<file path="src/hdl/swm_pkg.sv">
// Package for the sliding window median filter.
// Holds the register constants, queue sizing and the control and status structs.
// No dependencies.
package swm_pkg;

   localparam int CSR_WIDTH = 7;
   localparam logic [CSR_WIDTH-1:0] WINDOW_RESET = 7'd3;

   localparam int QUEUE_DEPTH = 4;
   localparam int QUEUE_PTR_WIDTH = 2;
   localparam int QUEUE_CNT_WIDTH = 3;

   typedef struct packed {
      logic insert;
      logic flush;
      logic full;
   } sort_ctrl_type;

   typedef struct packed {
      logic full;
      logic last_slot;
   } queue_status_type;

endpackage

</file>
<file path="src/hdl/swm_median_if.sv">
// Result channel of the median filter: one signed lower median per item.
// Depends on nothing.
interface swm_median_if #(parameter int SAMPLE_WIDTH = 16);
   logic                           valid;
   logic                           ready;
   logic signed [SAMPLE_WIDTH-1:0] median;

   modport source (output valid, output median, input ready);
   modport sink   (input valid, input median, output ready);
endinterface

</file>
<file path="src/hdl/swm_out_queue.sv">
// Small result queue that decouples the filter from a stalled consumer.
// Drives the result channel and reports when it is full or has one slot left.
// Depends on swm_pkg and swm_median_if.
module swm_out_queue
   import swm_pkg::*;
#(
   parameter int SAMPLE_WIDTH = 16
) (
   input  logic                           clock,
   input  logic                           reset,
   input  logic                           push,
   input  logic signed [SAMPLE_WIDTH-1:0] push_data,
   output queue_status_type               status,
   swm_median_if.source                   rsp_chan
);

   logic signed [SAMPLE_WIDTH-1:0] slot_ff [QUEUE_DEPTH];
   logic [QUEUE_PTR_WIDTH-1:0]     head_ff;
   logic [QUEUE_PTR_WIDTH-1:0]     head_in;
   logic [QUEUE_PTR_WIDTH-1:0]     tail_ff;
   logic [QUEUE_PTR_WIDTH-1:0]     tail_in;
   logic [QUEUE_CNT_WIDTH-1:0]     count_ff;
   logic [QUEUE_CNT_WIDTH-1:0]     count_in;
   logic                           pop;

   assign pop = rsp_chan.valid && rsp_chan.ready;

   always_comb begin
      head_in  = pop ? head_ff + 1'b1 : head_ff;
      tail_in  = push ? tail_ff + 1'b1 : tail_ff;
      count_in = count_ff;
      if (push && !pop) begin
         count_in = count_ff + 1'b1;
      end else if (pop && !push) begin
         count_in = count_ff - 1'b1;
      end
   end

   always_ff @(posedge clock) begin
      if (reset) begin
         head_ff  <= '0;
         tail_ff  <= '0;
         count_ff <= '0;
      end else begin
         head_ff  <= head_in;
         tail_ff  <= tail_in;
         count_ff <= count_in;
      end
   end

   always_ff @(posedge clock) begin
      if (push) begin
         slot_ff[tail_ff] <= push_data;
      end
   end

   assign rsp_chan.valid   = (count_ff != '0);
   assign rsp_chan.median  = slot_ff[head_ff];
   assign status.full      = (count_ff == QUEUE_CNT_WIDTH'(QUEUE_DEPTH));
   assign status.last_slot = (count_ff == QUEUE_CNT_WIDTH'(QUEUE_DEPTH - 1));

   a_no_overflow : assert property (@(posedge clock) disable iff (reset)
      push && !pop |-> count_ff < QUEUE_CNT_WIDTH'(QUEUE_DEPTH))
      else $error("push into a full result queue");

   a_count_range : assert property (@(posedge clock) disable iff (reset)
      count_ff <= QUEUE_CNT_WIDTH'(QUEUE_DEPTH))
      else $error("result queue count out of range");

   a_ptr_track : assert property (@(posedge clock) disable iff (reset)
      count_ff == '0 || count_ff == QUEUE_CNT_WIDTH'(QUEUE_DEPTH) ||
      head_ff != tail_ff)
      else $error("queue pointers disagree with count");

endmodule

</file>
<file path="src/flat_wrapper.sv">
// flat-port wrapper written by rule: the top's interface ports become plain ports
module swm_out_queue_flat import swm_pkg::*;
#(
   parameter int SAMPLE_WIDTH = 16
)
  (clock, reset, push, push_data, status, rsp_chan_valid, rsp_chan_median, rsp_chan_ready);
  swm_median_if #(.SAMPLE_WIDTH(SAMPLE_WIDTH)) rsp_chan_i ();
  input  logic clock;
  input  logic reset;
  input  logic push;
  input  logic signed [SAMPLE_WIDTH-1:0] push_data;
  output queue_status_type status;
  output wire logic [$bits(rsp_chan_i.valid)-1:0] rsp_chan_valid;
  output wire logic [$bits(rsp_chan_i.median)-1:0] rsp_chan_median;
  input wire logic [$bits(rsp_chan_i.ready)-1:0] rsp_chan_ready;
  assign rsp_chan_valid = rsp_chan_i.valid;
  assign rsp_chan_median = rsp_chan_i.median;
  assign rsp_chan_i.ready = rsp_chan_ready;
  swm_out_queue #(.SAMPLE_WIDTH(SAMPLE_WIDTH)) u_core (.clock(clock), .reset(reset), .push(push), .push_data(push_data), .status(status), .rsp_chan(rsp_chan_i));
endmodule
</file>
<file path="config.mk">
export PLATFORM = sky130hd
export DESIGN_NAME = swm_out_queue_flat
export DESIGN_NICKNAME = d
export VERILOG_FILES = /design/src/hdl/swm_pkg.sv /design/src/hdl/swm_median_if.sv /design/src/hdl/swm_out_queue.sv /design/src/flat_wrapper.sv
export SDC_FILE = /design/constraint.sdc
export NUM_CORES = 1
export LEC_CHECK = 0
export BUFFER_PORTS_ARGS = -buffer_cell sky130_fd_sc_hd__clkbuf_2
export CAP_MARGIN = 20
export CORE_MARGIN = 3
export CORE_UTILIZATION = 60
export DETAILED_ROUTE_END_ITERATION = 10
export PLACE_DENSITY = 0.83
export SKIP_LAST_GASP = 1
export SLEW_MARGIN = 20
export SYNTH_ARGS = -nofsm -noshare
export SYNTH_HDL_FRONTEND = slang
export SYNTH_SLANG_ARGS = --single-unit
</file>
<file path="constraint.sdc">
create_clock -name clock -period 5.9 [get_ports clock]
set_clock_uncertainty 0.15 [all_clocks]
set_input_delay 0.295 -clock clock [delete_from_list [all_inputs] [get_ports clock]]
set_output_delay 0.295 -clock clock [all_outputs]
set_load 0.05 [all_outputs]
</file>
Word-level counts from Yosys, hierarchy flattened
Memory sizes are Yosys's and may differ from the RTL's. A register that Yosys moved wholly into a read port is not among the register bits.
Cells that the tools add are included.

storage, ports and cells
  memories kept = 1
  word-level logic and storage cells = 23
  output and inout bits = 19
  memory bits (writable) = 64
  register bits after elaboration = 7

operators by class
  add/subtract/negate cells = 4
  reduce and logical (&&, ||, !) cells = 7
  muxes and demuxes = 6
  eq/ne operators = 2

memory list
  name            words  bits a word  rd ports  clocked after memory_dff  write ports  RTL line             RTL
  u_core.slot_ff  4      16           1         1                         1            swm_out_queue.sv:17  logic signed [SAMPLE_WIDTH-1:0] slot_ff [QUEUE_DEPTH];

operators with widths
  cell                                                                 count
  3-bit 2-to-1 mux                                                     2
  2-bit by 1-bit adder with 2-bit output (second input constant)       2
  2-bit 2-to-1 mux                                                     2
  3-bit by 1-bit adder with 3-bit output (second input constant)       1
  3-bit by 2-bit == test with 1-bit output (second input constant)     1
  3-bit == test (second input constant)                                1
  1-bit logical AND                                                    3
  3-bit nonzero test                                                   1
  3-bit by 1-bit subtractor with 3-bit output (second input constant)  1
  1-bit logical NOT                                                    2
  1-bit 2-to-1 mux                                                     2
  2-bit nonzero test                                                   1

Logic depth before layout (Yosys ltp)
Gate-level depths: netlist (run 1).

  depth after elaboration = 5
  gate-level depth with buffers = 7

Worst setup path after synthesis (run 1)
No wires, ideal clock.

  kind = register to register
  start point = register u_core.count_ff[0]
  end point = register u_core.count_ff[2]
  slack = 3.821 ns
  data required time = 5.680 ns
  data arrival time = 1.859 ns
  library setup time = 0.070 ns
  clock period less this slack = 2.079 ns
  stages on the path, launching flop included = 8
  path through = dfxtp_1 o31ai_2 ha_1 inv_1 fa_1 xor2_1 or3_1 a21oi_1

between the ends
  word-level cells in the longest chain between the ends = 5
  elaborated cells between the ends (all ways) = 10
  those cells by class = add/sub (2); mux (2); reduce/logical (6)

RTL lines
  item                                                                                                 RTL line             RTL
  from (decl)                                                                                          swm_out_queue.sv:22  logic [QUEUE_CNT_WIDTH-1:0] count_ff;
  from (signal assigned)                                                                               swm_out_queue.sv:47  count_ff <= count_in;
  parallel branches: the longest is 5 deep, another holds 3-bit by 1-bit subtractor with 3-bit output  n/a

Several ways; the timed one is not identified. The select of a mux whose other input is x is not followed.
A chain may end at the register's enable or synchronous reset.

==> flow_metrics.env, run 1 <==
export IMPL_min_delay_path_depth=1
export IMPL_die_x_um=74.29
export IMPL_ys_ff_latch=73
export IMPL_num_nets_final=200
export IMPL_end_kind="output port"
export IMPL_detail_route_wl_per_cell_um=18.65
export IMPL_drv_slew=0
export IMPL_ctsHoldBuffers=0
export IMPL_min_period_over_period_pct=44.76
export IMPL_cts_buffer_depth=2
export IMPL_syn_num_nets=156
export IMPL_cts_htree_levels=3
export IMPL_root_buffer="clkbuf_8"
export IMPL_route_detailed_drc=0
export IMPL_wirelength_um=4309
export IMPL_power_density_nw_per_um2=438.0
export IMPL_yosys_warnings=0
export IMPL_grt_overflow=0
export IMPL_hp_start="push_data[0]"
export IMPL_netlist_area_um2=2798
export IMPL_core_area_um2=4414
export IMPL_synth_flop_cell="edfxtp_1"
export IMPL_worst_slew_pin_slew_ns=0.9552
export IMPL_drt_iter0_drc=99
export IMPL_ant_nets=0
export IMPL_routed_via_density=5.693
export IMPL_io_pin_count=39
export IMPL_antenna_found_initial=0
export IMPL_routed_via_count=1315
export IMPL_synth_cells=130
export IMPL_r2r_start="u_core.count_ff[0]"
export IMPL_min_period_ns=2.641
export IMPL_fin_area_um2=3168
export IMPL_grt_pass1_vias=1429
export IMPL_final_hold_violation_count=0
export IMPL_place_area_um2=3008
export IMPL_dp_hpwl_um=2850
export IMPL_yosysUniqueCellTypes=23
export IMPL_drv_cap=0
export IMPL_grt_usage_pct=18.31
export IMPL_hold_path_class="primary input to flop"
export IMPL_syn_avg_cell_area_um2=21.52
export IMPL_cp_max_fo=16
export IMPL_rsz0062_at_grt="false"
export IMPL_stdcell_count=231
export IMPL_setup_viol=0
export IMPL_max_vdd_ir_drop_mv=0.2728
export IMPL_dp_cells=215
export IMPL_setup_tns_ns=0
export IMPL_total_power_uw=1388
export IMPL_r2r_cells=7
export IMPL_r2r_end="u_core.count_ff[2]"
export IMPL_leakagePower_uw=0.001134
export IMPL_cp_required_ns=5.45
export IMPL_cts_sinks=73
export IMPL_dr_pass1_iters=4
export IMPL_synth_seq_area_share_pct=75.13
export IMPL_clock_latency_ns=0.33
export IMPL_async_flop_share_pct=0
export IMPL_post_cts_buffers=0
export IMPL_max_slew_margin_rel_pct=36.23
export IMPL_die_area_um2=5518
export IMPL_holdWs_ns=0.02645
export IMPL_synth_enable_flop_cells=64
export IMPL_drive_gt1_share_pct=32.96
export IMPL_grt_max_degree=17
export IMPL_die_height_um=74.29
export IMPL_critPathLaunchType="flop"
export IMPL_gp_congestion=0.7819
export IMPL_worst_endpoint_arrival_ns=2.20
export IMPL_syn_to_final_growth_pct=13.24
export IMPL_numCtsBuffers=9
export IMPL_grt_pass1_wl_um=6969
export IMPL_cts_tree="done"
export IMPL_port_buffers=38
export IMPL_r2r_slack_ns=3.62
export IMPL_cts_clk_slew_worst_paths_ns=0.07
export IMPL_rows=24
export IMPL_whs_endpoint="u_core.slot_ff[3][0]"
export IMPL_worstSetupPathType="flop to output port"
export IMPL_cts_repair_resized=0
export IMPL_status="finished, final reports clean"
export IMPL_start_util_pct=63.38
export IMPL_diodes=0
export IMPL_max_freq_ghz=0.3786
[per-stage QoR]
stage / utilization [%] / setup slack (ns)
after floorplan: - / 3.821
after global placement: 68.14 / 3.557
after detailed placement: 68.14 / 3.540
after CTS: 71.77 / 3.165
after global routing: 71.77 / 3.062
final: 71.77 / 3.259
[worst max-delay path by stage]
stage	startpoint	to	slack, ns	cells past startpoint
floorplan	u_core.count_ff[0]	u_core.count_ff[2]	3.82	7
finish	flop	rsp_chan_median[0]	3.26	2
global route	flop	rsp_chan_median[0]	3.06	2
detailed placement	flop	rsp_chan_median[0]	3.54	2
global placement	flop	rsp_chan_median[11]	3.56	2
CTS	flop	rsp_chan_median[0]	3.16	2
[final cells by class]
class	instances	area [um2]
clock inverter	1	3.754
sequential	73	2102
inverter	3	11.26
fill	268	1246
tap	52	65.06
timing repair buffer	38	190.2
clock buffer	15	156.4
multi-input combinational	49	639.4
[Yosys cell counts, types with 2 or more instances]
library cell	n	share of area [%]
dfxtp_1	9	6.4
ha_1	5	2.2
mux2i_1	2	0.72
buf_2	2	0.36
mux4_2	10	8.1
or3_1	2	0.45
nor2_1	8	1.1
mux4_1	6	5.6
edfxtp_1	64	69
inv_1	3	0.40
and2_1	4	0.89
xor2_1	4	1.3
[power by group]
part	total (uW)	switching, uW	leakage (uW)	internal, uW
logic	405	266	0.000393	139
clock network	323	159	0.0000794	164
registers	660	57.7	0.000662	602
total	1390	482	0.00113	905
[cells in the final DEF (no fill, tap or decap)]
master / instances
clkinv_1: 1
xor2_1: 4
dfxtp_1: 9
mux4_2: 10
fa_1: 1
or3_1: 2
edfxtp_1: 64
clkbuf_8: 10
clkbuf_2: 38
o31ai_2: 1
ha_1: 5
nor3b_1: 1
and2_1: 4
inv_1: 3
mux4_1: 6
nor2_1: 8
a21oi_1: 1
mux2i_1: 2
nand2_1: 1
clkbuf_1: 5
o21ai_0: 1
o311ai_1: 1
xnor2_1: 1
[layer usage]
layer  wire (um)  part of all wire, %  up-vias  track usage (%)
li1            -                    -      612                -
met1        1763                   41      659            21.96
met2        2241                   52       33            29.33
met3         213                  4.9       11            6.757
met4          91                  2.1        0            9.486
met5           0                    0        -                0
[registers in the layout, summed over array words and instances, names as in the netlist, named ones only]
signal,flops
u_core.tail_ff,2
u_core.slot_ff,64
u_core.count_ff,3
u_core.head_ff,2
[worst max-delay path: stages (launching register included)]
cell	delay, ns
dfxtp_1	0.95
mux4_1	0.65
clkbuf_2	0.25
[logic make-up after synthesis]
logic type,after synthesis,share of synthesized area (%)
and+or+nand+nor,16,2.817
buffers and inverters,8,2.012
adders and majority gates,6,2.952
AOI/OAI and AO/OA,4,1.118
DFF,73,75.13
muxes,18,14.40
xor gates and xnor gates,5,1.565
No activity file was read; power rests on OpenSTA's default activity.
==> run 2: changes to the inputs <==
--- a/config.mk
+++ b/config.mk
@@ -5,12 +5,13 @@
 export SDC_FILE = /design/constraint.sdc
 export NUM_CORES = 1
 export LEC_CHECK = 0
+export ABC_AREA = 1
 export BUFFER_PORTS_ARGS = -buffer_cell sky130_fd_sc_hd__clkbuf_2
 export CAP_MARGIN = 20
 export CORE_MARGIN = 3
-export CORE_UTILIZATION = 60
+export CORE_UTILIZATION = 56
 export DETAILED_ROUTE_END_ITERATION = 10
-export PLACE_DENSITY = 0.83
+export PLACE_DENSITY = 0.78
 export SKIP_LAST_GASP = 1
 export SLEW_MARGIN = 20
 export SYNTH_ARGS = -nofsm -noshare
==> constraint.sdc (replaced) <==
create_clock -name clock -period 2.8 [get_ports clock]
set_clock_uncertainty 0.15 [all_clocks]
set_input_delay 0.14 -clock clock [delete_from_list [all_inputs] [get_ports clock]]
set_output_delay 0.14 -clock clock [all_outputs]
set_load 0.05 [all_outputs]
==> run 2 against run 1 <==
Against the previous run:
- combinational power grew 100%
- global-route usage grew 1.4 points
- clock power grew to 3.0 times the previous value
- worst setup slack lost 2.7 ns
- non-clock buffer count grew 21
- first-iteration DRC count grew 26%
- critical endpoint is now rsp_chan_median[8]
- highest routed layer unchanged
==> flow_metrics.env, run 2 <==
export IMPL_gp_congestion=0.7228
export IMPL_fill_cells=349
export IMPL_drv_slew=0
export IMPL_power_density_nw_per_um2=885.5
export IMPL_route_detailed_drc=0
export IMPL_cts_tree="done"
export IMPL_antenna_found_initial=0
export IMPL_max_freq_ghz=0.4396
export IMPL_min_delay_path_depth=2
export IMPL_end_kind="output port"
export IMPL_max_vdd_ir_drop_mv=0.5195
export IMPL_r2r_end="u_core.count_ff[2]"
export IMPL_synth_seq_area_share_pct=74.34
export IMPL_r2r_start="u_core.count_ff[0]"
export IMPL_diodes=0
export IMPL_syn_to_final_growth_pct=23.67
export IMPL_syn_num_nets=244
export IMPL_synth_cells=218
export IMPL_critPathLaunchType="flop"
export IMPL_layout_commonest_cell="edfxtp_1"
export IMPL_min_period_over_period_pct=81.25
export IMPL_synth_most_common_cell="edfxtp_1"
export IMPL_synth_top_area_share_pct=67.96
export IMPL_cp_max_fo=20
export IMPL_port_buffers=38
export IMPL_drt_iter0_drc=125
export IMPL_final_cell_mix="edfxtp_1 (64), clkbuf_2 (38), nor2_1 (36)"
export IMPL_core_area_um2=4817
export IMPL_grt_overflow=0
export IMPL_setup_tns_ns=0
export IMPL_yosysTopAreaCell="edfxtp_1"
export IMPL_die_height_um=77.06
export IMPL_clock_latency_ns=0.34
export IMPL_detail_route_wl_per_cell_um=15.18
export IMPL_seqCellArea_um2=2102
export IMPL_grt_usage_pct=19.73
export IMPL_routed_via_density=5.287
export IMPL_die_x_um=77.06
export IMPL_holdWs_ns=0.3817
export IMPL_r2r_cells=12
export IMPL_cts_htree_levels=3
export IMPL_cts_clk_slew_worst_paths_ns=0.07
export IMPL_synth_common_cells="edfxtp_1 (64), nor2_1 (36), o21ai_1 (28)"
export IMPL_dr_pass1_iters=4
export IMPL_hold_path_class="flop to flop"
export IMPL_multi_input_area_um2=613.1
export IMPL_status="finished, final reports clean"
export IMPL_ctsHoldBuffers=20
export IMPL_hp_start="u_core.head_ff[0]"
export IMPL_cts_sinks=73
export IMPL_wirelength_um=5345
export IMPL_r2r_slack_ns=0.95
export IMPL_post_cts_buffers=0
export IMPL_start_util_pct=58.70
export IMPL_die_area_um2=5938
export IMPL_yosysUniqueCellTypes=18
export IMPL_setup_viol=0
export IMPL_leakagePower_uw=0.001356
export IMPL_dp_hpwl_um=3202
export IMPL_final_hold_violation_count=0
export IMPL_synth_area_leaders="edfxtp_1 (68%), dfxtp_1 (6.4%), o21ai_1 (5.0%)"
export IMPL_worst_slew_pin_slew_ns=0.7287
export IMPL_reg_top3="u_core.slot_ff x64, u_core.count_ff x3"
export IMPL_largest_register_ff_count=64
export IMPL_worstSetupPathType="flop to output port"
export IMPL_synth_enable_flop_cells=64
export IMPL_num_nets_final=306
export IMPL_synth_flop_cell="edfxtp_1"
export IMPL_io_pin_count=39
export IMPL_ant_nets=0
export IMPL_worst_endpoint_arrival_ns=1.98
export IMPL_yosys_warnings=0
export IMPL_numCtsBuffers=9
export IMPL_syn_avg_cell_area_um2=12.97
export IMPL_min_period_ns=2.275
export IMPL_async_flop_share_pct=0
export IMPL_ys_ff_latch=73
export IMPL_netlist_area_um2=2828
export IMPL_rsz0062_at_grt="false"
export IMPL_drv_cap=0
export IMPL_rows=25
export IMPL_grt_pass1_wl_um=8963
export IMPL_regMostFlops="u_core.slot_ff"
export IMPL_cts_repair_resized=0
export IMPL_drive_gt1_share_pct=21.05
export IMPL_grt_max_degree=33
export IMPL_grt_pass1_vias=1879
export IMPL_max_slew_margin_rel_pct=51.37
export IMPL_routed_via_count=1861
export IMPL_cp_required_ns=2.51
export IMPL_cts_buffer_depth=2
export IMPL_root_buffer="clkbuf_8"
-- run 2: cell types whose count changed after synthesis, sizes merged, moves of 12 or more --
cell,before,now
nor2,8,36
o21ai,1,36
mux4,16,0
o22ai,0,16
nand2,1,13
inv,3,18
-- run 2: cell families (layout without fill, tap and decap cells) --
| kind of cell | after synthesis | count (layout) | synth area share [%] |
|---|---|---|---|
| AOI/OAI and AO/OA | 58 | 58 | 10.97 |
| adders and majority gates | 6 | 6 | 2.920 |
| buffers and inverters | 26 | 93 | 3.982 |
| DFF | 73 | 73 | 74.34 |
| and+or+nand+nor | 55 | 55 | 7.788 |
-- run 2: worst max path at each step --
stage                             from                  to  slack (ns)
global route                      flop  rsp_chan_median[8]        0.36
floorplan           u_core.count_ff[0]  u_core.count_ff[2]        0.81
detailed placement                flop  rsp_chan_median[8]        0.86
finish                            flop  rsp_chan_median[8]        0.53
global placement                  flop  rsp_chan_median[8]        0.96
CTS                               flop  rsp_chan_median[8]        0.49
-- run 2: report_power, final --
group	internal (uW)	leakage, uW	switching, uW	total, uW
clock	584	0.000120	369	953
sequential	1260	0.000662	59.1	1310
combinational	207	0.000573	622	829
-- run 2: stage by stage --
stage | utilization, % | setup slack (ns) | power (uW) | instances | cell area, um2
floorplan | - | 0.8144 | 1964 | 218 | 2828
global placement | 63.61 | 0.9552 | 2123 | 316 | 3064
detailed placement | 63.61 | 0.8643 | 2148 | 316 | 3064
CTS | 72.60 | 0.4915 | 3120 | 352 | 3497
global route | 72.60 | 0.3638 | 3243 | 352 | 3497
finish | 72.60 | 0.5251 | 3097 | 352 | 3497
-- run 2: layout make-up --
cell class,count,share of cell area [%]
Sequential cell,73,60.11
Tap cell,67,2.397
Clock buffer,9,3.542
Timing Repair Buffer,59,11.38
Clock inverter,7,3.113
Inverter,18,1.932
Multi-Input combinational cell,119,17.53
-- run 2: critical path, stage by stage, from the launching register on --
cell and delay (ns):
dfxtp_1 0.64, buf_4 0.34, o21ai_0 0.14, o22ai_1 0.23
clkbuf_2 0.31
-- run 2: layer usage --
metal	part of all wire, %	GRT usage, %	routed length (um)	vias up
li1	-	-	-	913
met1	42	23.97	2262	891
met2	52	32.84	2788	48
met3	4.5	5.516	241	9
met4	0.99	9.075	53	0
met5	0	0	0	-
